## config.mk

```make
export PLATFORM = sky130hd
export DESIGN_NAME = esc_can_status_decoder_top
export DESIGN_NICKNAME = d
export VERILOG_FILES = /design/src/design/esc_pkg.sv /design/src/design/esc_front.sv /design/src/design/esc_queue.sv /design/src/design/esc_back.sv /design/src/design/esc_can_status_decoder_top.sv
export SDC_FILE = /design/constraint.sdc
export NUM_CORES = 2
export LEC_CHECK = 0
export ABC_CLOCK_PERIOD_IN_PS = 20700
export BUFFER_PORTS_ARGS = -buffer_cell sky130_fd_sc_hd__buf_2
export CAP_MARGIN = 0
export CORE_ASPECT_RATIO = 0.7
export CORE_MARGIN = 2
export CORE_UTILIZATION = 41
export DETAILED_ROUTE_END_ITERATION = 16
export GPL_TIMING_DRIVEN = 0
export PLACE_DENSITY = 0.67
export SYNTH_ARGS = -nofsm -noshare
export SYNTH_HDL_FRONTEND = slang
export SYNTH_HIERARCHICAL = 1
export SYNTH_SLANG_ARGS = --single-unit
```

## constraint.sdc

```tcl
create_clock -name clk -period 20.7 [get_ports clk]
set_input_delay 0 -clock clk [delete_from_list [all_inputs] [get_ports clk]]
set_output_delay 0 -clock clk [all_outputs]
set_load 0.02 [all_outputs]
```

## src/design/esc_pkg.sv

```systemverilog
// Shared types and constants for the CAN status decoder.
`default_nettype none
package esc_pkg;

  localparam int unsigned PAYLOAD_W = 64;
  localparam int unsigned ID_W      = 29;
  localparam int unsigned CFG_IDX_W = 2;
  localparam int unsigned CFG_DAT_W = 8;

  localparam logic [CFG_IDX_W-1:0] CFG_MOTOR_ID   = 2'd0;
  localparam logic [CFG_IDX_W-1:0] CFG_REVERSE    = 2'd1;
  localparam logic [CFG_IDX_W-1:0] CFG_POLE_PAIRS = 2'd2;
  localparam logic [CFG_IDX_W-1:0] CFG_ZERO_ARM   = 2'd3;

  localparam logic [7:0] CODE_RPM      = 8'd9;
  localparam logic [7:0] CODE_AH       = 8'd14;
  localparam logic [7:0] CODE_WH       = 8'd15;
  localparam logic [7:0] CODE_TEMP_POS = 8'd16;
  localparam logic [7:0] CODE_TACHO    = 8'd27;

  localparam logic [2:0] KIND_NONE     = 3'd0;
  localparam logic [2:0] KIND_RPM      = 3'd1;
  localparam logic [2:0] KIND_AH       = 3'd2;
  localparam logic [2:0] KIND_WH       = 3'd3;
  localparam logic [2:0] KIND_TEMP_POS = 3'd4;
  localparam logic [2:0] KIND_TACHO    = 3'd5;

  localparam logic [5:0] ZERO_FRAME_COUNT = 6'd50;
  localparam logic [5:0] FRAMES_CAP       = 6'd51;

  localparam logic signed [23:0] TURN_MAX = 24'sh7FFFFF;
  localparam logic signed [23:0] TURN_MIN = -24'sh800000;
  localparam logic signed [15:0] COUNTS_PER_TURN = 16'sd18000;
  localparam logic signed [15:0] LOW_QUARTER     = 16'sd4500;
  localparam logic signed [15:0] HIGH_QUARTER    = 16'sd13500;
  localparam logic signed [35:0] SPEED_MAX = {1'b0, {35{1'b1}}};
  localparam logic signed [35:0] SPEED_MIN = {1'b1, {35{1'b0}}};

  localparam int unsigned DIV_W          = 36;
  localparam int unsigned DIV_BITS_CYCLE = 6;
  localparam int unsigned DIV_CYCLES     = DIV_W / DIV_BITS_CYCLE;
  localparam int unsigned DIV_CNT_W      = $clog2(DIV_CYCLES);

  localparam int unsigned QUEUE_DEPTH = 2;
  localparam int unsigned QPTR_W      = $clog2(QUEUE_DEPTH);
  localparam int unsigned QCNT_W      = $clog2(QUEUE_DEPTH + 1);

  typedef enum logic {
    OP_FRAME,
    OP_ZERO
  } op_t;

  typedef struct packed {
    op_t                  op;
    logic [2:0]           kind;
    logic [PAYLOAD_W-1:0] payload;
  } entry_t;

  typedef struct packed {
    logic [7:0] motor_id;
    logic       reverse;
    logic [7:0] pole_pairs;
    logic       zero_arm;
  } cfg_t;

endpackage
`default_nettype wire

```

## src/design/esc_front.sv

```systemverilog
// Front end: filters received frames by id and classifies the status kind.
`default_nettype none
module esc_front (
  input  wire logic                          in_valid,
  output logic                               in_ready,
  input  wire logic                          action,
  input  wire logic [esc_pkg::ID_W-1:0]      ext_id,
  input  wire logic                          is_extended,
  input  wire logic [esc_pkg::PAYLOAD_W-1:0] payload,
  input  wire logic [7:0]                    motor_id,
  input  wire logic                          q_full,
  output logic                               push,
  output esc_pkg::entry_t                    entry
);
  import esc_pkg::*;

  logic keep;
  logic [2:0] kind;

  always_comb begin
    unique case (ext_id[15:8])
      CODE_RPM:      kind = KIND_RPM;
      CODE_AH:       kind = KIND_AH;
      CODE_WH:       kind = KIND_WH;
      CODE_TEMP_POS: kind = KIND_TEMP_POS;
      CODE_TACHO:    kind = KIND_TACHO;
      default:       kind = KIND_NONE;
    endcase
  end

  assign keep     = action || (is_extended && (ext_id[7:0] == motor_id));
  assign in_ready = !q_full;
  assign push     = in_valid && in_ready && keep;

  assign entry.op      = action ? OP_ZERO : OP_FRAME;
  assign entry.kind    = kind;
  assign entry.payload = payload;

endmodule
`default_nettype wire

```

## src/design/esc_queue.sv

```systemverilog
// Short register queue between the front end and the execution back end.
`default_nettype none
module esc_queue (
  input  wire logic            clk,
  input  wire logic            rst,
  input  wire logic            push,
  input  wire esc_pkg::entry_t push_entry,
  output logic                 full,
  input  wire logic            pop,
  output logic                 head_valid,
  output esc_pkg::entry_t      head
);
  import esc_pkg::*;

  entry_t            slots [QUEUE_DEPTH];
  logic [QPTR_W-1:0] wr_ptr;
  logic [QPTR_W-1:0] rd_ptr;
  logic [QCNT_W-1:0] count;
  logic              do_pop;

  assign full       = (count == QCNT_W'(QUEUE_DEPTH));
  assign head_valid = (count != '0);
  assign head       = slots[rd_ptr];
  assign do_pop     = pop && head_valid;

  always_ff @(posedge clk) begin
    if (rst) begin
      wr_ptr <= '0;
      rd_ptr <= '0;
      count  <= '0;
    end else begin
      if (push) begin
        wr_ptr <= wr_ptr + 1'b1;
      end
      if (do_pop) begin
        rd_ptr <= rd_ptr + 1'b1;
      end
      if (push && !do_pop) begin
        count <= count + 1'b1;
      end else if (!push && do_pop) begin
        count <= count - 1'b1;
      end
    end
  end

  always_ff @(posedge clk) begin
    if (push) begin
      slots[wr_ptr] <= push_entry;
    end
  end

endmodule
`default_nettype wire

```

## src/design/esc_back.sv

```systemverilog
// Back end: position tracking, speed division, auto-zero and result register.
`default_nettype none
module esc_back (
  input  wire logic                  clk,
  input  wire logic                  rst,
  input  wire esc_pkg::cfg_t         cfg,
  input  wire logic                  head_valid,
  input  wire esc_pkg::entry_t       head,
  output logic                       pop,
  output logic                       out_valid,
  input  wire logic                  out_ready,
  output logic [2:0]                 status_kind,
  output logic signed [31:0]         field_a,
  output logic signed [31:0]         field_b,
  output logic signed [15:0]         field_c,
  output logic signed [15:0]         single_turn_pos,
  output logic signed [23:0]         turn_count,
  output logic signed [39:0]         multi_turn_angle,
  output logic signed [35:0]         velocity_q4,
  output logic                       zeroed
);
  import esc_pkg::*;

  typedef enum logic [2:0] {
    ST_IDLE,
    ST_DIV,
    ST_TURN,
    ST_MUL,
    ST_ANGLE,
    ST_EMIT
  } state_t;

  state_t state;

  logic signed [15:0]     last_pos;
  logic signed [23:0]     turns;
  logic signed [15:0]     zero_pos;
  logic signed [39:0]     angle_reg;
  logic signed [35:0]     speed_reg;
  logic [5:0]             frames_seen;

  logic [2:0]             cur_kind;
  logic [PAYLOAD_W-1:0]   cur_payload;
  logic                   fire;
  logic [7:0]             div_rem;
  logic [DIV_W-1:0]       div_work;
  logic [DIV_CNT_W-1:0]   div_cnt;
  logic                   div_neg;
  logic signed [39:0]     prod;

  logic [7:0]             rem_next;
  logic [DIV_W-1:0]       work_next;
  logic signed [36:0]     quot_signed;
  logic signed [35:0]     fa_x16;
  logic [DIV_W-1:0]       fa_abs;
  logic                   fresh;
  logic [5:0]             frames_next;
  logic signed [15:0]     new_pos;
  logic signed [39:0]     angle_sum;
  logic signed [31:0]     res_a;
  logic signed [31:0]     res_b;
  logic signed [15:0]     res_c;

  assign pop = (state == ST_IDLE) && head_valid;

  assign fa_x16      = {head.payload[63:32], 4'b0000};
  assign fa_abs      = head.payload[63] ? (DIV_W'(0) - DIV_W'(fa_x16)) : DIV_W'(fa_x16);
  assign fresh       = frames_seen < FRAMES_CAP;
  assign frames_next = fresh ? frames_seen + 6'd1 : frames_seen;
  assign new_pos     = cur_payload[15:0];
  assign angle_sum   = prod + 40'(last_pos) - 40'(zero_pos);

  always_comb begin
    logic [8:0] trial;
    rem_next  = div_rem;
    work_next = div_work;
    for (int i = 0; i < DIV_BITS_CYCLE; i++) begin
      trial     = {rem_next, work_next[DIV_W-1]};
      work_next = {work_next[DIV_W-2:0], 1'b0};
      if (trial >= {1'b0, cfg.pole_pairs}) begin
        trial        = trial - {1'b0, cfg.pole_pairs};
        work_next[0] = 1'b1;
      end
      rem_next = trial[7:0];
    end
    quot_signed = div_neg ? (37'sd0 - $signed({1'b0, work_next}))
                          : $signed({1'b0, work_next});
  end

  always_comb begin
    res_a = '0;
    res_b = '0;
    res_c = '0;
    unique case (cur_kind)
      KIND_RPM: begin
        res_a = cur_payload[63:32];
        res_b = 32'($signed(cur_payload[31:16]));
        res_c = cur_payload[15:0];
      end
      KIND_AH, KIND_WH: begin
        res_a = cur_payload[63:32];
        res_b = cur_payload[31:0];
      end
      KIND_TEMP_POS: begin
        res_a = 32'($signed(cur_payload[63:48]));
        res_b = 32'($signed(cur_payload[47:32]));
        res_c = cur_payload[31:16];
      end
      KIND_TACHO: begin
        res_a = cur_payload[63:32];
        res_b = 32'($signed(cur_payload[31:16]));
      end
      default: begin
        res_a = '0;
      end
    endcase
  end

  always_ff @(posedge clk) begin
    if (rst) begin
      state       <= ST_IDLE;
      out_valid   <= 1'b0;
      last_pos    <= '0;
      turns       <= '0;
      zero_pos    <= '0;
      angle_reg   <= '0;
      speed_reg   <= '0;
      frames_seen <= '0;
      fire        <= 1'b0;
    end else begin
      if (out_ready && state != ST_EMIT) begin
        out_valid <= 1'b0;
      end
      unique case (state)
        ST_IDLE: begin
          if (head_valid) begin
            cur_kind    <= head.kind;
            cur_payload <= head.payload;
            if (head.op == OP_ZERO) begin
              turns     <= '0;
              zero_pos  <= last_pos;
              angle_reg <= '0;
            end else begin
              frames_seen <= frames_next;
              fire        <= (head.kind != KIND_NONE) && fresh &&
                             (frames_next == ZERO_FRAME_COUNT) && cfg.zero_arm;
              div_rem     <= '0;
              div_work    <= fa_abs;
              div_cnt     <= '0;
              div_neg     <= head.payload[63] ^ cfg.reverse;
              unique case (head.kind)
                KIND_RPM:      state <= ST_DIV;
                KIND_TEMP_POS: state <= ST_TURN;
                default:       state <= ST_EMIT;
              endcase
            end
          end
        end
        ST_DIV: begin
          div_rem  <= rem_next;
          div_work <= work_next;
          div_cnt  <= div_cnt + 1'b1;
          if (div_cnt == DIV_CNT_W'(DIV_CYCLES - 1)) begin
            if (quot_signed > 37'(SPEED_MAX)) begin
              speed_reg <= SPEED_MAX;
            end else if (quot_signed < 37'(SPEED_MIN)) begin
              speed_reg <= SPEED_MIN;
            end else begin
              speed_reg <= quot_signed[35:0];
            end
            state <= ST_EMIT;
          end
        end
        ST_TURN: begin
          if (new_pos < LOW_QUARTER && last_pos > HIGH_QUARTER) begin
            if (turns < TURN_MAX) begin
              turns <= turns + 24'sd1;
            end
          end else if (new_pos > HIGH_QUARTER && last_pos < LOW_QUARTER) begin
            if (turns > TURN_MIN) begin
              turns <= turns - 24'sd1;
            end
          end
          last_pos <= new_pos;
          state    <= ST_MUL;
        end
        ST_MUL: begin
          prod  <= turns * COUNTS_PER_TURN;
          state <= ST_ANGLE;
        end
        ST_ANGLE: begin
          angle_reg <= cfg.reverse ? (40'sd0 - angle_sum) : angle_sum;
          state     <= ST_EMIT;
        end
        ST_EMIT: begin
          if (!out_valid || out_ready) begin
            if (fire) begin
              turns     <= '0;
              zero_pos  <= last_pos;
              angle_reg <= '0;
            end
            out_valid        <= 1'b1;
            status_kind      <= cur_kind;
            field_a          <= res_a;
            field_b          <= res_b;
            field_c          <= res_c;
            single_turn_pos  <= last_pos;
            turn_count       <= fire ? 24'sd0 : turns;
            multi_turn_angle <= fire ? 40'sd0 : angle_reg;
            velocity_q4      <= speed_reg;
            zeroed           <= fire;
            state            <= ST_IDLE;
          end
        end
        default: begin
          state <= ST_IDLE;
        end
      endcase
    end
  end

endmodule
`default_nettype wire

```

## src/design/esc_can_status_decoder_top.sv

```systemverilog
// Top level: configuration registers, front end, queue and back end.
// Path from input accept to result valid: through the queue, then the back end goes straight to the
// result register for kinds 2, 3, 5 and unknown kinds, through turn update, multiply and angle for kind 4,
// and through the radix-64 divider for kind 1. The back end takes a new item only when idle;
// a two-entry queue lets the input side keep accepting while the back end works.
// Reset (rst, synchronous): configuration to defaults, tracking state, queue and output.
`default_nettype none
module esc_can_status_decoder_top (
  input  wire logic                          clk,
  input  wire logic                          rst,
  input  wire logic                          cfg_we,
  input  wire logic [esc_pkg::CFG_IDX_W-1:0] cfg_index,
  input  wire logic [esc_pkg::CFG_DAT_W-1:0] cfg_data,
  input  wire logic                          in_valid,
  output logic                               in_ready,
  input  wire logic                          action,
  input  wire logic [esc_pkg::ID_W-1:0]      ext_id,
  input  wire logic                          is_extended,
  input  wire logic [esc_pkg::PAYLOAD_W-1:0] payload,
  output logic                               out_valid,
  input  wire logic                          out_ready,
  output logic [2:0]                         status_kind,
  output logic signed [31:0]                 field_a,
  output logic signed [31:0]                 field_b,
  output logic signed [15:0]                 field_c,
  output logic signed [15:0]                 single_turn_pos,
  output logic signed [23:0]                 turn_count,
  output logic signed [39:0]                 multi_turn_angle,
  output logic signed [35:0]                 velocity_q4,
  output logic                               zeroed
);
  import esc_pkg::*;

  cfg_t   cfg;
  entry_t push_entry;
  entry_t head;
  logic   push;
  logic   q_full;
  logic   head_valid;
  logic   pop;

  always_ff @(posedge clk) begin
    if (rst) begin
      cfg.motor_id   <= 8'd0;
      cfg.reverse    <= 1'b0;
      cfg.pole_pairs <= 8'd1;
      cfg.zero_arm   <= 1'b0;
    end else if (cfg_we) begin
      unique case (cfg_index)
        CFG_MOTOR_ID:   cfg.motor_id   <= cfg_data;
        CFG_REVERSE:    cfg.reverse    <= cfg_data[0];
        CFG_POLE_PAIRS: cfg.pole_pairs <= (cfg_data == 8'd0) ? 8'd1 : cfg_data;
        CFG_ZERO_ARM:   cfg.zero_arm   <= cfg_data[0];
        default:        cfg.zero_arm   <= cfg.zero_arm;
      endcase
    end
  end

  esc_front u_front (
    .in_valid    (in_valid),
    .in_ready    (in_ready),
    .action      (action),
    .ext_id      (ext_id),
    .is_extended (is_extended),
    .payload     (payload),
    .motor_id    (cfg.motor_id),
    .q_full      (q_full),
    .push        (push),
    .entry       (push_entry)
  );

  esc_queue u_queue (
    .clk        (clk),
    .rst        (rst),
    .push       (push),
    .push_entry (push_entry),
    .full       (q_full),
    .pop        (pop),
    .head_valid (head_valid),
    .head       (head)
  );

  esc_back u_back (
    .clk              (clk),
    .rst              (rst),
    .cfg              (cfg),
    .head_valid       (head_valid),
    .head             (head),
    .pop              (pop),
    .out_valid        (out_valid),
    .out_ready        (out_ready),
    .status_kind      (status_kind),
    .field_a          (field_a),
    .field_b          (field_b),
    .field_c          (field_c),
    .single_turn_pos  (single_turn_pos),
    .turn_count       (turn_count),
    .multi_turn_angle (multi_turn_angle),
    .velocity_q4      (velocity_q4),
    .zeroed           (zeroed)
  );

endmodule
`default_nettype wire
```

==> results.txt <==
Post-route clock period utilization: 87.8%
CP Class: flop to flop
Root Buffer: clkbuf_16
Post-route antenna net violation count: 0
Min Hold Slack: -0.00643 ns
Post-Syn Area: 37700 um2
First-pass GRT wire length: 153000 um
Slew Viols, Final: 0
Met3 Track Usage GR: 4.71%
P&R area growth vs syn: 17.2%
DR pass1 iterations: 6
Number of enable flip-flop cells after synthesis: 487
CTS Buf Count: 70
Die area: 94500 um2
CP peak stage delay: 0.65 ns
Row cnt: 93
Commonest register cell after synthesis: edfxtp_1
Final #Nets: 4289
Seq/Total Area, Yosys: 47.5%
RSZ-0062 raised after global routing: false
Startpoint types: flop
Routed wire per std cell: 19.8 um
Core outline area: 91600 um2
Vias/cell: 5.27
Placer Congestion: 0.924
Worst-skew pair later-pin latency: 0.63 ns
Vias in the first global route: 25567
Routed WL: 102000 um
Via count: 27041
Synth cell count leaders: edfxtp_1 (487), inv_1 (309), nor2_1 (258), ha_1 (239), nand2_1 (199)
Yosys top cell by area: edfxtp_1
Synth Instances: 3406
Post-CTS Setup Bufs: 0
Cells resized by post-CTS repair: 0
Initial antenna violation count: 3
Final HPWL DP: 78100 um
Starting Density: 41.2%
Async SR Flop Fraction: 0%
Count leader, synth: edfxtp_1
Number of top-level pins: 312
Drt drc: 0
Deepest clock path buffer count: 3
Max Cap Viol: 0
#FFs+latches synth: 653
Min-delay worst type: input pin to flop
Largest regs: u_queue/slots: 136 flops, u_back/cur_payload: 64 flops
Worst EP arrival: 18.71 ns
Synthesis Warnings: 6
Hold_buf cts: 92
Max FFs per register: 136
Share of post-route cells with drive strength above 1: 15.6%
GRT met1 Usage: 32.2%
Worst-Margin Slew: 1.21 ns
Max_slew headroom: 19.5%
Most used cell, CP: o21ai_0
Status: finished with violations
Layout Utilization: 48.3%
Reg2Reg Depth: 72
Worst hold path cell count: 5
GRT Max-Usage Layer: met1
Grt met2 use: 29.6%
Reg clk slew, reported paths: 0.07 ns
Critical-path maximum fanout: 10
Failing checks: negative hold slack
Crit path capture type: flop
Endpoints failing setup: 0
Synth cell types: 97
CTS Sinks: 653
Final hold vios: 1
Synth area leaders: edfxtp_1 (39%), dfxtp_1 (8.8%), ha_1 (7.9%), fa_1 (5.5%), inv_1 (3.1%)
H-Tree Depth: 3
CP Data Required Time: 21.23 ns
Net Count, Synth: 3858
Die Ht: 258 um
Fin crit period: 18.18 ns
Synth top area share: 38.7%
Mean area per synthesized cell: 11.1 um2
GRT overflow: 0
Biggest register: u_queue/slots
Chip width: 367 um
Total GRT Usage: 21.0%
Max Fclk: 0.0550 GHz
Port bufs: 234
1st-iter DRT viols: 2531
Largest net degree at the start of global routing: 48
Clock Skews: 0.0203 ns
Critical path's slowest cell: dfxtp_1
CTS tree: built
==> per-layer routing <==
metal | wire (um) | vias up
met4 | 2320 | 0
met3 | 7960 | 132
met2 | 41800 | 934
met5 | 0 | -
li1 | - | 12992
met1 | 49500 | 12983
==> path summary, 6_finish.rpt <==
path	from	to	slack, ns
max	cfg[2]	u_back/speed_reg[32]	2.52
min	is_extended	u_queue/wr_ptr	-0.006
max reg2reg	cfg[2]	u_back/speed_reg[32]	2.52
min reg2reg	u_back/speed_reg[3]	u_back/velocity_q4[3]	0.43
==> placed cells by master (no fill, tap or decap), drive strengths merged, types with 13 or more instances in the layout <==
| master | instances |
|---|---|
| clkbuf | 188 |
| or4 | 19 |
| or3 | 30 |
| inv | 312 |
| nor3 | 36 |
| clkinv | 22 |
| o31ai | 34 |
| a22oi | 55 |
| or2 | 21 |
| buf | 360 |
| nor4 | 13 |
| edfxtp | 487 |
| dlygate4sd3 | 92 |
| a211oi | 46 |
| xor2 | 99 |
| o41ai | 14 |
| a31oi | 25 |
| nor2b | 84 |
| a21o | 81 |
| a21oi | 131 |
| dfxtp | 166 |
| nand3 | 45 |
| and2 | 15 |
| xnor2 | 132 |
| nand2b | 23 |
| mux2 | 88 |
| mux2i | 51 |
| nor2 | 258 |
| nand4 | 22 |
| o21ai | 167 |
| a22o | 54 |
| fa | 103 |
| and3 | 15 |
| ha | 239 |
| a21boi | 16 |
| nand2 | 199 |
| o21a | 24 |
==> critical path: cells and delay by family, from the launching register on <==
family	cells	cell delay [ns]
compound gates	39	9.81
buf+inv	10	2.47
simple gates	14	2.27
fa+ha+maj	7	2.27
flops	1	0.65
mux	1	0.41
xor+xnor	1	0.14
==> through the flow <==
step	hold slack [ns]	instances	setup TNS, ns	area (um2)	setup WS, ns
6_report	-0.00643	5129	0	44200	2.52
5_1_grt	0.0155	5127	0	44200	0.929
4_1_cts	0.0682	5127	0	44200	2.93
3_5_place_dp	0.188	4908	0	41000	3.02
3_3_place_gp	0.186	4875	-593.35	40500	-3.00
2_1_floorplan	0.0691	3406	0	37700	5.34
==> layout make-up <==
class	count	area (um2)
Multi-Input combinational cell	2257	17700
Fill cell	8216	47400
Clock inverter	31	320
Clock buffer	96	2010
Sequential cell	653	17900
Antenna cell	2	5.00
Buffer	185	1010
Inverter	311	1170
Timing Repair Buffer	359	2550
Tap cell	1235	1550
==> cell families (layout without fill, tap and decap cells) <==
family	count (synthesis)	in the layout	synth area share, %
AOI/OAI and AO/OA	733	733	13.2
buffers and inverters	496	982	5.78
muxes	139	139	4.18
other	0	2	0
xor gates and xnor gates	231	231	5.38
and+or+nand+nor	812	812	10.5
DFF	653	653	47.5
adders and majority gates	342	342	13.4
Power is left out: the tool's default activity adds up to more than one toggle a clock period on the data nets, which glitch-free logic cannot reach.
